`config.mk`:
```
export PLATFORM = sky130hd
export DESIGN_NAME = strip_hit_record_deframer_unit
export DESIGN_NICKNAME = d
export VERILOG_FILES = /design/src/shrd_pkg.sv /design/src/shrd_in_stage.sv /design/src/shrd_core.sv /design/src/shrd_out_stage.sv /design/src/strip_hit_record_deframer_unit.sv
export VERILOG_INCLUDE_DIRS = /design/src /design/src/src
export SDC_FILE = /design/constraint.sdc
export NUM_CORES = 1
export LEC_CHECK = 0
export BUFFER_PORTS_ARGS = -buffer_cell sky130_fd_sc_hd__buf_2
export CORE_ASPECT_RATIO = 1.25
export CORE_MARGIN = 4
export CORE_UTILIZATION = 45
export CTS_CLUSTER_DIAMETER = 40
export DETAILED_ROUTE_END_ITERATION = 6
export PLACE_DENSITY = 0.65
export RECOVER_POWER = 100
export SLEW_MARGIN = 20
export SYNTH_ARGS = -nofsm -noshare
export SYNTH_HDL_FRONTEND = slang
export SYNTH_SLANG_ARGS = --single-unit
```
`constraint.sdc`:
```
create_clock -name clk_i -period 28.6 [get_ports clk_i]
set_input_delay 2.86 -clock clk_i [delete_from_list [all_inputs] [get_ports clk_i]]
set_output_delay 2.86 -clock clk_i [all_outputs]
set_load 0.05 [all_outputs]
```
`src/strip_hit_record_deframer_unit_assert.svh`:
```
// ----------------------------------------------------------------------------
// Strip hit record deframer assertion macros
// Short forms for the concurrent checks of the deframer, clocked on the
// rising edge and disabled while reset is asserted.
// ----------------------------------------------------------------------------
`ifndef STRIP_HIT_RECORD_DEFRAMER_UNIT_ASSERT_SVH
`define STRIP_HIT_RECORD_DEFRAMER_UNIT_ASSERT_SVH

// The consequent must hold in the same cycle as the antecedent.
`define SHRD_ASSERT_SAME(lbl, clk, rst_n, ante, cons) \
  lbl: assert property (@(posedge clk) disable iff (!rst_n) (ante) |-> (cons)) \
    else $error("deframer check failed in the same cycle");

// The consequent must hold in the cycle after the antecedent.
`define SHRD_ASSERT_NEXT(lbl, clk, rst_n, ante, cons) \
  lbl: assert property (@(posedge clk) disable iff (!rst_n) (ante) |=> (cons)) \
    else $error("deframer check failed in the next cycle");

`endif

```
`src/shrd_pkg.sv`:
```
// ----------------------------------------------------------------------------
// Strip hit record deframer package
// Transfer types, framing constants and the record unpack function.
// ----------------------------------------------------------------------------
package shrd_pkg;

  // Header length of each event in bytes, and record framing.
  localparam int unsigned POS_W = 4;
  localparam logic [POS_W-1:0] HEADER_BYTES = 4'd10;
  localparam int unsigned RECORD_BYTES = 10;
  localparam logic [POS_W-1:0] REC_LAST = 4'(RECORD_BYTES - 1);

  typedef logic [RECORD_BYTES-1:0][7:0] shrd_record_t;

  typedef struct packed {
    logic [7:0]  data_byte;
    logic        end_of_event;
    logic [63:0] event_timestamp;
  } shrd_in_t;

  typedef struct packed {
    logic [7:0]         strip_channel;
    logic signed [15:0] sample_zero;
    logic signed [15:0] sample_one;
    logic signed [15:0] sample_two;
    logic [2:0]         chip_id;
    logic [2:0]         hybrid_number;
    logic [3:0]         board_number;
    logic [5:0]         trigger_count;
    logic [3:0]         status_flags;
    logic [63:0]        hit_timestamp;
  } shrd_out_t;

  // Splits one stored record into its hit fields.
  function automatic shrd_out_t shrd_unpack(shrd_record_t rec, logic [63:0] ts);
    shrd_out_t res;
    res.strip_channel = rec[6];
    res.sample_zero   = $signed({rec[1], rec[0]});
    res.sample_one    = $signed({rec[3], rec[2]});
    res.sample_two    = $signed({rec[5], rec[4]});
    res.chip_id       = rec[7][2:0];
    res.hybrid_number = rec[7][6:4];
    res.board_number  = rec[8][3:0];
    res.trigger_count = {rec[9][1:0], rec[8][7:4]};
    res.status_flags  = rec[9][5:2];
    res.hit_timestamp = ts;
    return res;
  endfunction

endpackage

```
`src/shrd_in_stage.sv`:
```
// ----------------------------------------------------------------------------
// Deframer input stage
// Registers each incoming byte transfer ahead of the framing logic.
// ----------------------------------------------------------------------------
module shrd_in_stage import shrd_pkg::*; (
  input  logic     clk_i,
  input  logic     rst_ni,
  input  logic     in_valid_i,
  output logic     in_stall_o,
  input  shrd_in_t in_data_i,
  input  logic     out_free_i,
  output logic     s1_valid_o,
  output logic     s1_fire_o,
  output shrd_in_t s1_data_o
);

  logic     valid_q, valid_d;
  shrd_in_t data_q;

  // The held byte moves on whenever the result register can take its outcome.
  assign s1_fire_o  = valid_q && out_free_i;
  assign in_stall_o = valid_q && !out_free_i;
  assign valid_d    = in_stall_o ? valid_q : in_valid_i;

  always_ff @(posedge clk_i or negedge rst_ni) begin
    if (!rst_ni) begin
      valid_q <= 1'b0;
    end else begin
      valid_q <= valid_d;
    end
  end

  always_ff @(posedge clk_i) begin
    if (in_valid_i && !in_stall_o) begin
      data_q <= in_data_i;
    end
  end

  assign s1_valid_o = valid_q;
  assign s1_data_o  = data_q;

endmodule

```
`src/shrd_core.sv`:
```
// ----------------------------------------------------------------------------
// Deframer framing core
// Header skip, record gathering, one-record hold back and timestamp latch.
// ----------------------------------------------------------------------------
module shrd_core import shrd_pkg::*; (
  input  logic      clk_i,
  input  logic      rst_ni,
  input  logic      fire_i,
  input  shrd_in_t  item_i,
  output logic      emit_o,
  output shrd_out_t result_o
);

  logic [POS_W-1:0] pos_q, pos_d;
  logic             in_payload_q, in_payload_d;
  logic             held_valid_q, held_valid_d;
  logic             first_q, first_d;
  logic [63:0]      time_q, time_d;
  shrd_record_t     gather_q, held_q;

  logic             hdr_byte;
  logic [POS_W-1:0] pos_inc;
  logic [POS_W-1:0] rec_pos;
  logic             rec_done;

  assign hdr_byte = !in_payload_q && (pos_q < HEADER_BYTES);
  assign pos_inc  = pos_q + 4'd1;
  // Position inside the record; the first payload byte after the header is zero.
  assign rec_pos  = (!in_payload_q || pos_q >= 4'(RECORD_BYTES)) ? '0 : pos_q;
  assign rec_done = !hdr_byte && (rec_pos == REC_LAST);

  always_comb begin
    pos_d        = pos_q;
    in_payload_d = in_payload_q;
    held_valid_d = held_valid_q;
    first_d      = first_q;
    time_d       = first_q ? item_i.event_timestamp : time_q;
    if (first_q) begin
      first_d = 1'b0;
    end
    if (hdr_byte) begin
      in_payload_d = (pos_inc == HEADER_BYTES);
      pos_d        = in_payload_d ? '0 : pos_inc;
    end else begin
      in_payload_d = 1'b1;
      if (rec_done) begin
        held_valid_d = 1'b1;
        pos_d        = '0;
      end else begin
        pos_d = rec_pos + 4'd1;
      end
    end
    if (item_i.end_of_event) begin
      pos_d        = '0;
      in_payload_d = 1'b0;
      held_valid_d = 1'b0;
      first_d      = 1'b1;
    end
  end

  always_ff @(posedge clk_i or negedge rst_ni) begin
    if (!rst_ni) begin
      pos_q        <= '0;
      in_payload_q <= 1'b0;
      held_valid_q <= 1'b0;
      first_q      <= 1'b1;
      time_q       <= '0;
    end else if (fire_i) begin
      pos_q        <= pos_d;
      in_payload_q <= in_payload_d;
      held_valid_q <= held_valid_d;
      first_q      <= first_d;
      time_q       <= time_d;
    end
  end

  // Every record position is rewritten before a record is copied, so the
  // gather and hold registers need no clearing.
  always_ff @(posedge clk_i) begin
    if (fire_i && !hdr_byte) begin
      for (int i = 0; i < RECORD_BYTES; i++) begin
        if (rec_pos == 4'(i)) begin
          gather_q[i] <= item_i.data_byte;
        end
      end
      if (rec_done) begin
        held_q <= {item_i.data_byte, gather_q[RECORD_BYTES-2:0]};
      end
    end
  end

  assign emit_o   = rec_done && held_valid_q;
  assign result_o = shrd_unpack(held_q, time_d);

endmodule

```
`src/shrd_out_stage.sv`:
```
// ----------------------------------------------------------------------------
// Deframer result stage
// Holds one unpacked hit until the downstream side takes it.
// ----------------------------------------------------------------------------
module shrd_out_stage import shrd_pkg::*; (
  input  logic      clk_i,
  input  logic      rst_ni,
  input  logic      load_i,
  input  logic      emit_i,
  input  shrd_out_t result_i,
  output logic      out_free_o,
  output logic      out_valid_o,
  input  logic      out_stall_i,
  output shrd_out_t out_data_o
);

  logic      valid_q, valid_d;
  shrd_out_t data_q;

  assign out_free_o = !valid_q || !out_stall_i;
  assign valid_d    = out_free_o ? (load_i && emit_i) : valid_q;

  always_ff @(posedge clk_i or negedge rst_ni) begin
    if (!rst_ni) begin
      valid_q <= 1'b0;
    end else begin
      valid_q <= valid_d;
    end
  end

  always_ff @(posedge clk_i) begin
    if (out_free_o && load_i && emit_i) begin
      data_q <= result_i;
    end
  end

  assign out_valid_o = valid_q;
  assign out_data_o  = data_q;

endmodule

```
`src/strip_hit_record_deframer_unit.sv`:
```
// ----------------------------------------------------------------------------
// Strip hit record deframer
// Turns a byte stream of strip readout events into unpacked hit records.
// ----------------------------------------------------------------------------
// The block takes one byte per cycle while its input is not stalled. Every
// byte is registered at the input and passes through the framing logic once
// the result register can take its outcome. When it completes a record, it
// loads the result register, so a hit is presented there once the byte that
// finishes the record after it has left the input register. The only thing
// that slows the input is a stalled result: the input stalls exactly while a
// hit waits in the result register, the downstream side stalls it, and a
// byte already waits in the input register. Each event opens with a fixed
// header that is skipped, then 10-byte records follow. A finished record is
// held back and is only delivered once the next record of the same event is
// complete, so the last full record of every event is dropped, as are
// trailing partial records and events that end inside the header. The
// timestamp of the event's first byte is attached to all its hits.
module strip_hit_record_deframer_unit import shrd_pkg::*; (
  input  logic      clk_i,
  input  logic      rst_ni,
  input  logic      in_valid_i,
  output logic      in_stall_o,
  input  shrd_in_t  in_data_i,
  output logic      out_valid_o,
  input  logic      out_stall_i,
  output shrd_out_t out_data_o
);

`include "strip_hit_record_deframer_unit_assert.svh"

  logic      out_free;
  logic      s1_valid;
  logic      s1_fire;
  shrd_in_t  s1_data;
  logic      core_emit;
  shrd_out_t core_result;

  // Input register: one byte transfer in flight ahead of the framing logic.
  shrd_in_stage u_in_stage (
    .clk_i      (clk_i),
    .rst_ni     (rst_ni),
    .in_valid_i (in_valid_i),
    .in_stall_o (in_stall_o),
    .in_data_i  (in_data_i),
    .out_free_i (out_free),
    .s1_valid_o (s1_valid),
    .s1_fire_o  (s1_fire),
    .s1_data_o  (s1_data)
  );

  // Framing state advances once for every byte that leaves the input register.
  shrd_core u_core (
    .clk_i    (clk_i),
    .rst_ni   (rst_ni),
    .fire_i   (s1_fire),
    .item_i   (s1_data),
    .emit_o   (core_emit),
    .result_o (core_result)
  );

  // Result register toward the downstream side.
  shrd_out_stage u_out_stage (
    .clk_i       (clk_i),
    .rst_ni      (rst_ni),
    .load_i      (s1_fire),
    .emit_i      (core_emit),
    .result_i    (core_result),
    .out_free_o  (out_free),
    .out_valid_o (out_valid_o),
    .out_stall_i (out_stall_i),
    .out_data_o  (out_data_o)
  );

  // The input only stalls because a hit is held up downstream.
  `SHRD_ASSERT_SAME(a_stall_cause, clk_i, rst_ni, in_stall_o, out_valid_o && out_stall_i)
  // A byte that completes a record with one held back must deliver a hit.
  `SHRD_ASSERT_NEXT(a_emit_lands, clk_i, rst_ni, s1_fire && core_emit, out_valid_o)
  // An accepted byte transfer is present in the input register next cycle.
  `SHRD_ASSERT_NEXT(a_in_taken, clk_i, rst_ni, in_valid_i && !in_stall_o, s1_valid)

endmodule

```
==> flow_metrics.tcl, run 1 <==
set metrics [dict create \
    status "complete, but fails checks" \
    violations "capacitance limit, slew limit" \
    final_hold_viol_count 0 \
    dp_hpwl_mm 15.6 \
    io_buffers 218 \
    dieHeight_um 211 \
    tightest_slew_ps 4760 \
    min_period_ps 11870 \
    p_leak_nw 6.53 \
    ir_worst_vdd_mv 0.0534 \
    syn_area_sq_um 14800 \
    synthesis.nets 883 \
    synthTopCellsByArea "edfxtp_1 (73%), dfrtp_1 (12%), nand2_1 (5.1%)" \
    finalSetupViolCount 0 \
    vias 7285 \
    synth_cells 799 \
    synth-seq-cells 432 \
    dr.pass1.iters 4 \
    cts_setup_buffers 0 \
    tns_ps 0 \
    hold_path.class "flip-flop to flip-flop" \
    grt_overflow 0 \
    grt_pass1_vias 7417 \
    fp-row-count 73 \
    cts_buffer_depth 3 \
    async_flop_share_pct 16.9 \
    path_max_fanout 78 \
    clk_pin_slew_worst_paths_ps 60 \
    stdcell_count 1498 \
    globalplace.congestion 0.720 \
    die_w_um 170 \
    endpoint_kind "flip-flop" \
    yosys_warnings 0 \
    clock_latency_ps 550 \
    cts_sinks 432 \
    antenna_left 0 \
    drtIter0Drc 494 \
    final-max-slew-violation-count 577 \
    skew_ps 20.8 \
    start_util_pct 46.0 \
    wl_mm 26.5 \
    num-fill-cells 2615 \
    root_buffer "clkbuf_16" \
    cts-htree-levels 2 \
    routedWlPerCell_um 17.7 \
    synth_top_cell_by_area "edfxtp_1" \
    antenna_found_initial 5 \
    max_slew_margin_pct -217 \
    worstPathRequired_ps 28660 \
    design_area_sq_um 17700 \
    cts_buffers 47 \
    synth_edf_count 359 \
    fp.dieArea_sq_um 35800 \
    crit_type "input pin to flip-flop" \
    dp.cells 1407 \
    dp_slack_ps 22310 \
    min_period_over_period_pct 41.5 \
    syn_avg_cell_area_sq_um 18.5 \
    core_area_sq_um 32200 \
    nNetsFinal 1129 \
    io_pins 219 \
    cp.arrival_ps 11930 \
    post_drt_via_cell_ratio 4.86 \
    grt_max_degree 79 \
    crit_path_start "out_stall_i" \
    power-per-cell-area_nw_per_um2 78.9 \
    ys_types 46 \
    cts_tree "yes" \
    critPathLaunchType "input pin" \
    grt_use_total_pct 14.7 \
    drc 0 \
    ctsHoldBuffers 0 \
    maxCapViolations 10 \
    fmax_ghz 0.0842 \
    layout_setup_ws_ps 16730 \
    ys.flop_type "edfxtp_1" \
    area_growth_pct 19.8 \
    grt_pass1_wl_mm 41.6 \
    drive_above_1_share_pct 15.7 \
    post-route-util_pct 55.1 \
    post_cts_resized 0 \
    r2r_start "u_out_stage.out_valid_o" \
    yosysSeqAreaShare_pct 85.3 \
    rsz0062_at_grt "no" \
    hold_start "u_core.gather_q[14]" \
    dpl_cell_area_sq_um 16300 \
    yosysTopAreaCellShare_pct 72.9 \
]
==> worst max-delay path, stage by stage <==
cell      delay (ps)
clkbuf_1         140
a21bo_4          230
clkbuf_1        1390
nor4_1           770
and2_0          3450
clkbuf_1        2910
==> final timing paths <==
check | slack [ps] | cells past startpoint | to
min in group asynchronous | 2480 | 1 | u_core.time_q[61]
max in group asynchronous | 22340 | 2 | u_core.time_q[40]
worst max-delay path | 16730 | 6 | u_out_stage.out_data_o[44]
worst max register to register | 18720 | 5 | u_out_stage.out_data_o[44]
worst min register to register | 410 | 0 | u_core.result_o[130]
worst min-delay path | 410 | 0 | u_core.result_o[130]
==> cell usage in the layout, fill, tap and decap left out, types with 6 or more instances in the layout <==
master,count
a21oi_1,6
and2_0,10
buf_2,71
clkbuf_1,156
clkbuf_16,48
clkinv_1,8
clkinv_2,8
dfrtp_1,72
edfxtp_1,359
ha_1,7
mux2_1,48
mux2_2,16
nand2_1,202
nand2b_1,6
==> metrics by stage <==
step | hold slack (ps) | total power [mW]
global route | 418 | 1.46
finish | 413 | 1.40
CTS | 414 | 1.41
detailed placement | 405 | 0.806
floorplan | 400 | 0.783
global placement | 401 | 0.801
==> Yosys cell counts, types with 2 or more instances <==
cell type / count
xnor2_1: 2
ha_1: 7
a21oi_1: 6
dfrtp_1: 72
nor3_1: 2
mux2_1: 35
inv_1: 5
nand2b_1: 6
nor2b_1: 2
and2_1: 11
and3_1: 2
nand3_1: 3
clkbuf_1: 4
a221o_1: 3
nand2_1: 202
nor2_1: 2
edfxtp_1: 359
mux2_2: 29
buf_2: 16
buf_1: 5
==> logic make-up after synthesis <==
kind of cell / share of synthesized area, %
DFF: 85.3
adders and majority gates: 0.593
muxes: 4.94
xor gates and xnor gates: 0.119
and+or+nand+nor: 6.76
AOI/OAI and AO/OA: 1.24
buffers and inverters: 1.02
==> layer usage <==
metal / vias to the layer above / track usage [%] / wire length, um / part of all wire [%]
li1: 3421 / - / - / -
met1: 3576 / 20.5 / 11200 / 42
met2: 240 / 22.8 / 12600 / 48
met3: 42 / 4.71 / 2180 / 8.2
met4: 6 / 3.80 / 455 / 1.7
met5: - / 0 / 40 / 0.15
==> registers in the layout (all words and copies together), names as in the netlist <==
signal / cells
u_core.pos_q: 4
u_core.in_payload_q: 1
u_in_stage.s1_data_o: 73
u_core.time_q: 64
u_core.gather_q: 70
u_out_stage.out_valid_o: 1
u_core.held_valid_q: 1
u_out_stage.out_data_o: 140
u_core.first_q: 1
u_in_stage.s1_valid_o: 1
u_core.result_o: 76
==> power by group <==
part / total (mW) / internal [mW] / leakage (nW) / switching, mW
Combinational: 0.0584 / 0.0287 / 1.54 / 0.0298
Sequential: 0.732 / 0.712 / 4.21 / 0.0206
Clock: 0.606 / 0.364 / 0.776 / 0.242
Total: 1.40 / 1.10 / 6.53 / 0.292
==> final cells by class <==
cell class	instances	area (sq um)	area share [%]
repair buffers	224	930	5.25
inverters	5	18.8	0.106
clock inverters	34	348	1.96
well taps	412	515	2.91
multi-input cells	335	2030	11.5
flip-flops and latches	432	12600	71.2
diodes	2	5.00	0.0283
clock buffers	54	1250	7.08
Note: power is estimated with default switching activity, not from simulation.
==> run 2, diff against run 1 <==
--- a/config.mk
+++ b/config.mk
@@ -12,7 +12,7 @@
 export CORE_UTILIZATION = 45
 export CTS_CLUSTER_DIAMETER = 40
 export DETAILED_ROUTE_END_ITERATION = 6
-export PLACE_DENSITY = 0.65
+export PLACE_DENSITY = 0.68
 export RECOVER_POWER = 100
 export SLEW_MARGIN = 20
 export SYNTH_ARGS = -nofsm -noshare
==> constraint.sdc (replaced) <==
create_clock -name clk_i -period 10.2 [get_ports clk_i]
set_input_delay 1.02 -clock clk_i [delete_from_list [all_inputs] [get_ports clk_i]]
set_output_delay 1.02 -clock clk_i [all_outputs]
set_load 0.05 [all_outputs]
==> run 2 against run 1 <==
  * The run still ends with capacitance limit, slew limit left
  * Core utilization up 0.18 points
  * Die area unchanged
  * First-iteration DRC count down 8.3%
  * Count of clock-buffer cells in the layout up 3
  * Hold slack better by 0.90 ps
  * Final cell count about the same
  * Sequential power rose to 2.8 times the previous value
  * Critical endpoint is now u_core.result_o[104]
==> flow_metrics.tcl, run 2 (same netlist as run 1, synthesis figures left out) <==
set metrics [dict create \
    status "complete, but fails checks" \
    violations "capacitance limit, slew limit" \
    tightest_slew_ps 5040 \
    final_common_cell "edfxtp_1" \
    largest_register_ff_count 140 \
    final-max-slew-violation-count 426 \
    p_comb_share_pct 4.2 \
    fmax_ghz 0.155 \
    switching_share_pct 21.3 \
    die_w_um 170 \
    use_met2_pct 24.4 \
    cts_sinks 432 \
    grt_overflow 0 \
    fp-row-count 73 \
    final_hold_viol_count 0 \
    grt_pass1_wl_mm 41.9 \
    dr.pass1.iters 4 \
    p_leak_nw 6.54 \
    ir_worst_vdd_mv 0.142 \
    power-per-cell-area_nw_per_um2 225 \
    max_slew_margin_pct -236 \
    switching_power_uw 852 \
    cts_buffers 48 \
    dp_slack_ps 5930 \
    cts_tree "yes" \
    antenna_found_initial 1 \
    drc 0 \
    root_buffer "clkbuf_16" \
    hold_depth 0 \
    dieHeight_um 211 \
    core_area_sq_um 32200 \
    post_cts_resized 0 \
    grt_pass1_vias 7612 \
    nNetsFinal 1129 \
    grt_use_total_pct 14.9 \
    power_mw 3.99 \
    globalplace.congestion 0.751 \
    p_int_mw 3.14 \
    use_met3_pct 3.92 \
    pwr-share-seq_pct 51.5 \
    drtIter0Drc 453 \
    cp.arrival_ps 6510 \
    r2r_cells 4 \
    layout_setup_ws_ps 3750 \
    area_growth_pct 20.2 \
    min_period_over_period_pct 63.3 \
    io_pins 219 \
    crit_type "input pin to flip-flop" \
    routedWlPerCell_um 17.9 \
    finalSetupViolCount 0 \
    maxCapViolations 7 \
    met1_usage_pct 19.9 \
    tns_ps 0 \
    cts_buffer_depth 3 \
    vias 7278 \
    skew_ps 19.4 \
    io_buffers 218 \
    ctsHoldBuffers 0 \
    clock_latency_ps 560 \
    power_frac_clock_pct 44.3 \
    antenna_left 0 \
    start_util_pct 46.0 \
    design_area_sq_um 17800 \
    critPathLaunchType "input pin" \
    clk_pin_slew_worst_paths_ps 60 \
    endpoint_kind "flip-flop" \
    cts_setup_buffers 0 \
    fp.dieArea_sq_um 35800 \
    dpl_cell_area_sq_um 16300 \
    min_period_ps 6450 \
    timing.hold.ws_ps 414 \
    cts-htree-levels 2 \
    grt_max_degree 79 \
    path_max_fanout 78 \
    worstPathRequired_ps 10260 \
    drive_above_1_share_pct 15.6 \
    grt-busiest-layer "met2" \
    post_drt_via_cell_ratio 4.86 \
    rsz0062_at_grt "no" \
    wl_mm 26.9 \
    layout_common_cells "edfxtp_1 (359), nand2_1 (202), clkbuf_1 (163)" \
    dp_hpwl_mm 16.0 \
    hold_path.class "flip-flop to flip-flop" \
]
## run 2: cell count changes in the layout (fill, tap and decap cells not counted), sizes merged
cell	delta
clkbuf	+7
clkinv	-7
buf	-5
inv	+5
bufinv	+1
clkinvlp	-1
diode	-1
## run 2: area by class of cell
cell class | instances | area, sq um
Fill cell | 2590 | 14400
Sequential cell | 432 | 12600
Multi-Input combinational cell | 335 | 2030
Clock buffer | 57 | 1260
Timing Repair Buffer | 223 | 922
Tap cell | 412 | 515
Clock inverter | 32 | 407
Inverter | 5 | 18.8
Antenna cell | 1 | 2.50
## run 2: critical path, stage by stage
cell      delay, ps
clkbuf_1        150
a21bo_4         230
clkbuf_1       1350
nor4_1          800
clkbuf_1       2850
## run 2: path summary, 6_finish.rpt
kind                                          from                    to  slack [ps]
max                                    out_stall_i  u_core.result_o[104]        3750
min                            u_core.gather_q[24]  u_core.result_o[108]         410
max reg2reg                u_out_stage.out_valid_o  u_core.result_o[104]        3890
min reg2reg                    u_core.gather_q[24]  u_core.result_o[108]         410
max in group asynchronous                   rst_ni     u_core.time_q[39]        5890
min in group asynchronous                   rst_ni     u_core.time_q[29]         770
## run 2: power by group through the flow
| stage | Sequential, mW | Clock (mW) | Combinational, mW |
|---|---|---|---|
| global route | 2.07 | 1.89 | 0.192 |
| CTS | 2.06 | 1.81 | 0.170 |
| detailed placement | 2.09 | 0 | 0.169 |
| global placement | 2.09 | 0 | 0.160 |
| finish | 2.06 | 1.77 | 0.166 |
| floorplan | 2.06 | 0 | 0.139 |
## run 2: stage by stage
step / std cells / util, %
final: 1497 / 55.3
after global routing: 1496 / 55.2
after CTS: 1496 / 56.0
after detailed placement: 1407 / 50.8
after global placement: 1407 / 50.8
after floorplan: 799 / -
## run 2: layer usage
| metal | part of all wire, % | wire length, um |
|---|---|---|
| met4 | 2.0 | 533 |
| met1 | 41 | 11000 |
| met3 | 7.0 | 1890 |
| met5 | 0 | 0 |
| met2 | 50 | 13400 |
==> run 3, diff against run 2 <==
--- a/config.mk
+++ b/config.mk
@@ -6,13 +6,14 @@
 export SDC_FILE = /design/constraint.sdc
 export NUM_CORES = 1
 export LEC_CHECK = 0
+export ABC_AREA = 1
 export BUFFER_PORTS_ARGS = -buffer_cell sky130_fd_sc_hd__buf_2
 export CORE_ASPECT_RATIO = 1.25
 export CORE_MARGIN = 4
 export CORE_UTILIZATION = 45
 export CTS_CLUSTER_DIAMETER = 40
 export DETAILED_ROUTE_END_ITERATION = 6
-export PLACE_DENSITY = 0.68
+export PLACE_DENSITY = 0.65
 export RECOVER_POWER = 100
 export SLEW_MARGIN = 20
 export SYNTH_ARGS = -nofsm -noshare
==> constraint.sdc (replaced) <==
create_clock -name clk_i -period 6.5 [get_ports clk_i]
set_input_delay 0.65 -clock clk_i [delete_from_list [all_inputs] [get_ports clk_i]]
set_output_delay 0.65 -clock clk_i [all_outputs]
set_load 0.05 [all_outputs]
==> run 3 against run 2 <==
  * The flow still finishes with violations (capacitance limit, slew limit)
  * First-iteration DRC count up 1.3%
  * Die area decreased by 0.95%
  * Clock power rose by 41%
  * Combinational power increased by 30%
  * Sequential share of layout area rose by 1.3 points
  * Critical path type is now flip-flop to flip-flop
  * Critical endpoint is now u_out_stage.out_data_o[13]
  * Largest cell class unchanged
==> flow_metrics.tcl, run 3 <==
set metrics [dict create \
    antenna_left 0 \
    clk_pin_slew_worst_paths_ps 60 \
    hold_path.class "input pin to flip-flop" \
    rsz0062_at_grt "no" \
    max_slew_margin_pct -188 \
    synthTopCellsByCount "edfxtp_1 (359), nand2_1 (156), o21ai_0 (122)" \
    cts_setup_buffers 0 \
    p_leak_nw 6.37 \
    yosys_warnings 0 \
    core_area_sq_um 32000 \
    wl_mm 25.9 \
    vias 7545 \
    power_mw 5.90 \
    cp.arrival_ps 4320 \
    ctsHoldBuffers 0 \
    crit_family "flip-flops" \
    regArea_sq_um 12600 \
    yosysTopAreaCellShare_pct 73.7 \
    min_period_ps 4230 \
    maxCapViolations 5 \
    fp.dieArea_sq_um 35500 \
    fp-row-count 73 \
    finalSetupViolCount 0 \
    dp_hpwl_mm 16.0 \
    root_buffer "clkbuf_16" \
    largest_register_ff_count 140 \
    synth.most_common_cell "edfxtp_1" \
    synthTopCellsByArea "edfxtp_1 (74%), dfrtp_1 (12%), o21ai_0 (4.2%)" \
    grt_use_total_pct 14.5 \
    synth-seq-cells 432 \
    cts_tree "yes" \
    skew_ps 14.4 \
    dp.cells 1489 \
    die_w_um 169 \
    grt_overflow 0 \
    violations "capacitance limit, slew limit" \
    worstPathRequired_ps 6590 \
    path_cells "o21ai_0" \
    final_common_cell "edfxtp_1" \
    post_drt_via_cell_ratio 4.79 \
    io_pins 219 \
    endpoint_kind "flip-flop" \
    fmax_ghz 0.237 \
    ir_worst_vdd_mv 0.261 \
    synth_top_cell_by_area "edfxtp_1" \
    grt_pass1_vias 7549 \
    grt_max_degree 130 \
    tns_ps 0 \
    syn_avg_cell_area_sq_um 16.6 \
    stdcell_count 1576 \
    cts_sinks 432 \
    min_period_over_period_pct 65.0 \
    syn_area_sq_um 14600 \
    synth_cells 881 \
    crit_slowest_cell "dfstp_1" \
    ys_types 25 \
    ys.flop_type "edfxtp_1" \
    routedWlPerCell_um 16.4 \
    cts_buffers 46 \
    cts-htree-levels 2 \
    status "complete, but fails checks" \
    tightest_slew_ps 4320 \
    start_util_pct 45.8 \
    nNetsFinal 1209 \
    grt_pass1_wl_mm 40.6 \
    num-fill-cells 2682 \
    dr.pass1.iters 7 \
    layout_common_cells "edfxtp_1 (359), nand2_1 (157), clkbuf_1 (157)" \
    crit_type "flip-flop to flip-flop" \
    post-route-util_pct 54.5 \
    drtIter0Drc 459 \
    async_flop_share_pct 16.9 \
    max_stage_delay_ps 3080 \
    yosysSeqAreaShare_pct 86.2 \
    power-per-cell-area_nw_per_um2 338 \
    multi_input_area_sq_um 1550 \
    design_area_sq_um 17400 \
    critPathLaunchType "flip-flop" \
    area_growth_pct 19.2 \
    dpl_cell_area_sq_um 16200 \
    dieHeight_um 210 \
    post_cts_resized 0 \
    antenna_found_initial 5 \
    crit_buf_inv 0 \
    drc 0 \
    drive_above_1_share_pct 13.4 \
    globalplace.congestion 0.748 \
    io_buffers 218 \
    path_max_fanout 129 \
    clock_latency_ps 530 \
    synthesis.nets 965 \
    final-max-slew-violation-count 399 \
    synth_edf_count 359 \
    final_hold_viol_count 0 \
    cts_buffer_depth 3 \
]
[run 3: changes by cell type in the layout (fill, tap and decap cells not counted), moves of 4 or more]
cell,change
a21oi_1,-5
and2_0,-9
buf_2,+5
bufinv_16,-4
clkbuf_1,-6
clkinv_1,+4
inv_1,+75
mux2_1,-46
mux2_2,-18
nand2_1,-45
nand2b_1,-6
nand3_1,+6
nor2_1,+13
o21ai_0,+130
[run 3: path summary, 6_finish.rpt]
check	startpoint	to	slack (ps)	cells after the start
worst max-delay path	u_core.first_q	u_out_stage.out_data_o[13]	2270	1
worst min-delay path	in_data_i[4]	u_in_stage.s1_data_o[4]	290	1
worst max register to register	u_core.first_q	u_out_stage.out_data_o[13]	2270	1
worst min register to register	u_core.gather_q[13]	u_core.result_o[129]	410	0
max in group asynchronous	rst_ni	u_core.time_q[25]	2430	1
min in group asynchronous	rst_ni	u_core.time_q[55]	1640	1
[run 3: cell families after synthesis]
group / count (synthesis) / synth area share, %
DFF: 432 / 86.2
adders and majority gates: 7 / 0.599
and+or+nand+nor: 194 / 5.30
AOI/OAI and AO/OA: 134 / 4.69
buffers and inverters: 114 / 3.23
[run 3: where the power goes]
group	internal (mW)	switching (mW)	total, mW
Sequential	3.11	0.0663	3.18
Combinational	0.0793	0.137	0.216
Clock	1.48	1.02	2.50
[run 3: final cells by class]
cell class,count,area share (%)
sequential,432,72.3
multi-input combinational,335,8.88
clock buffer,57,7.32
timing repair buffer,225,5.40
tap,412,2.96
inverter,85,1.84
clock inverter,27,1.24
antenna,3,0.0431
[run 3: metrics by stage]
stage	setup slack [ps]	hold slack (ps)
5_1_grt	1510	252
6_report	2270	290
3_5_place_dp	3150	405
2_1_floorplan	788	354
4_1_cts	3160	251
3_3_place_gp	3280	401
[run 3: layer usage]
layer	wire length, um	vias up	global-route usage [%]
met5	34	-	0
met4	565	6	4.44
met3	2050	56	3.94
met2	12600	280	23.5
met1	10600	3605	19.3
li1	-	3598	-
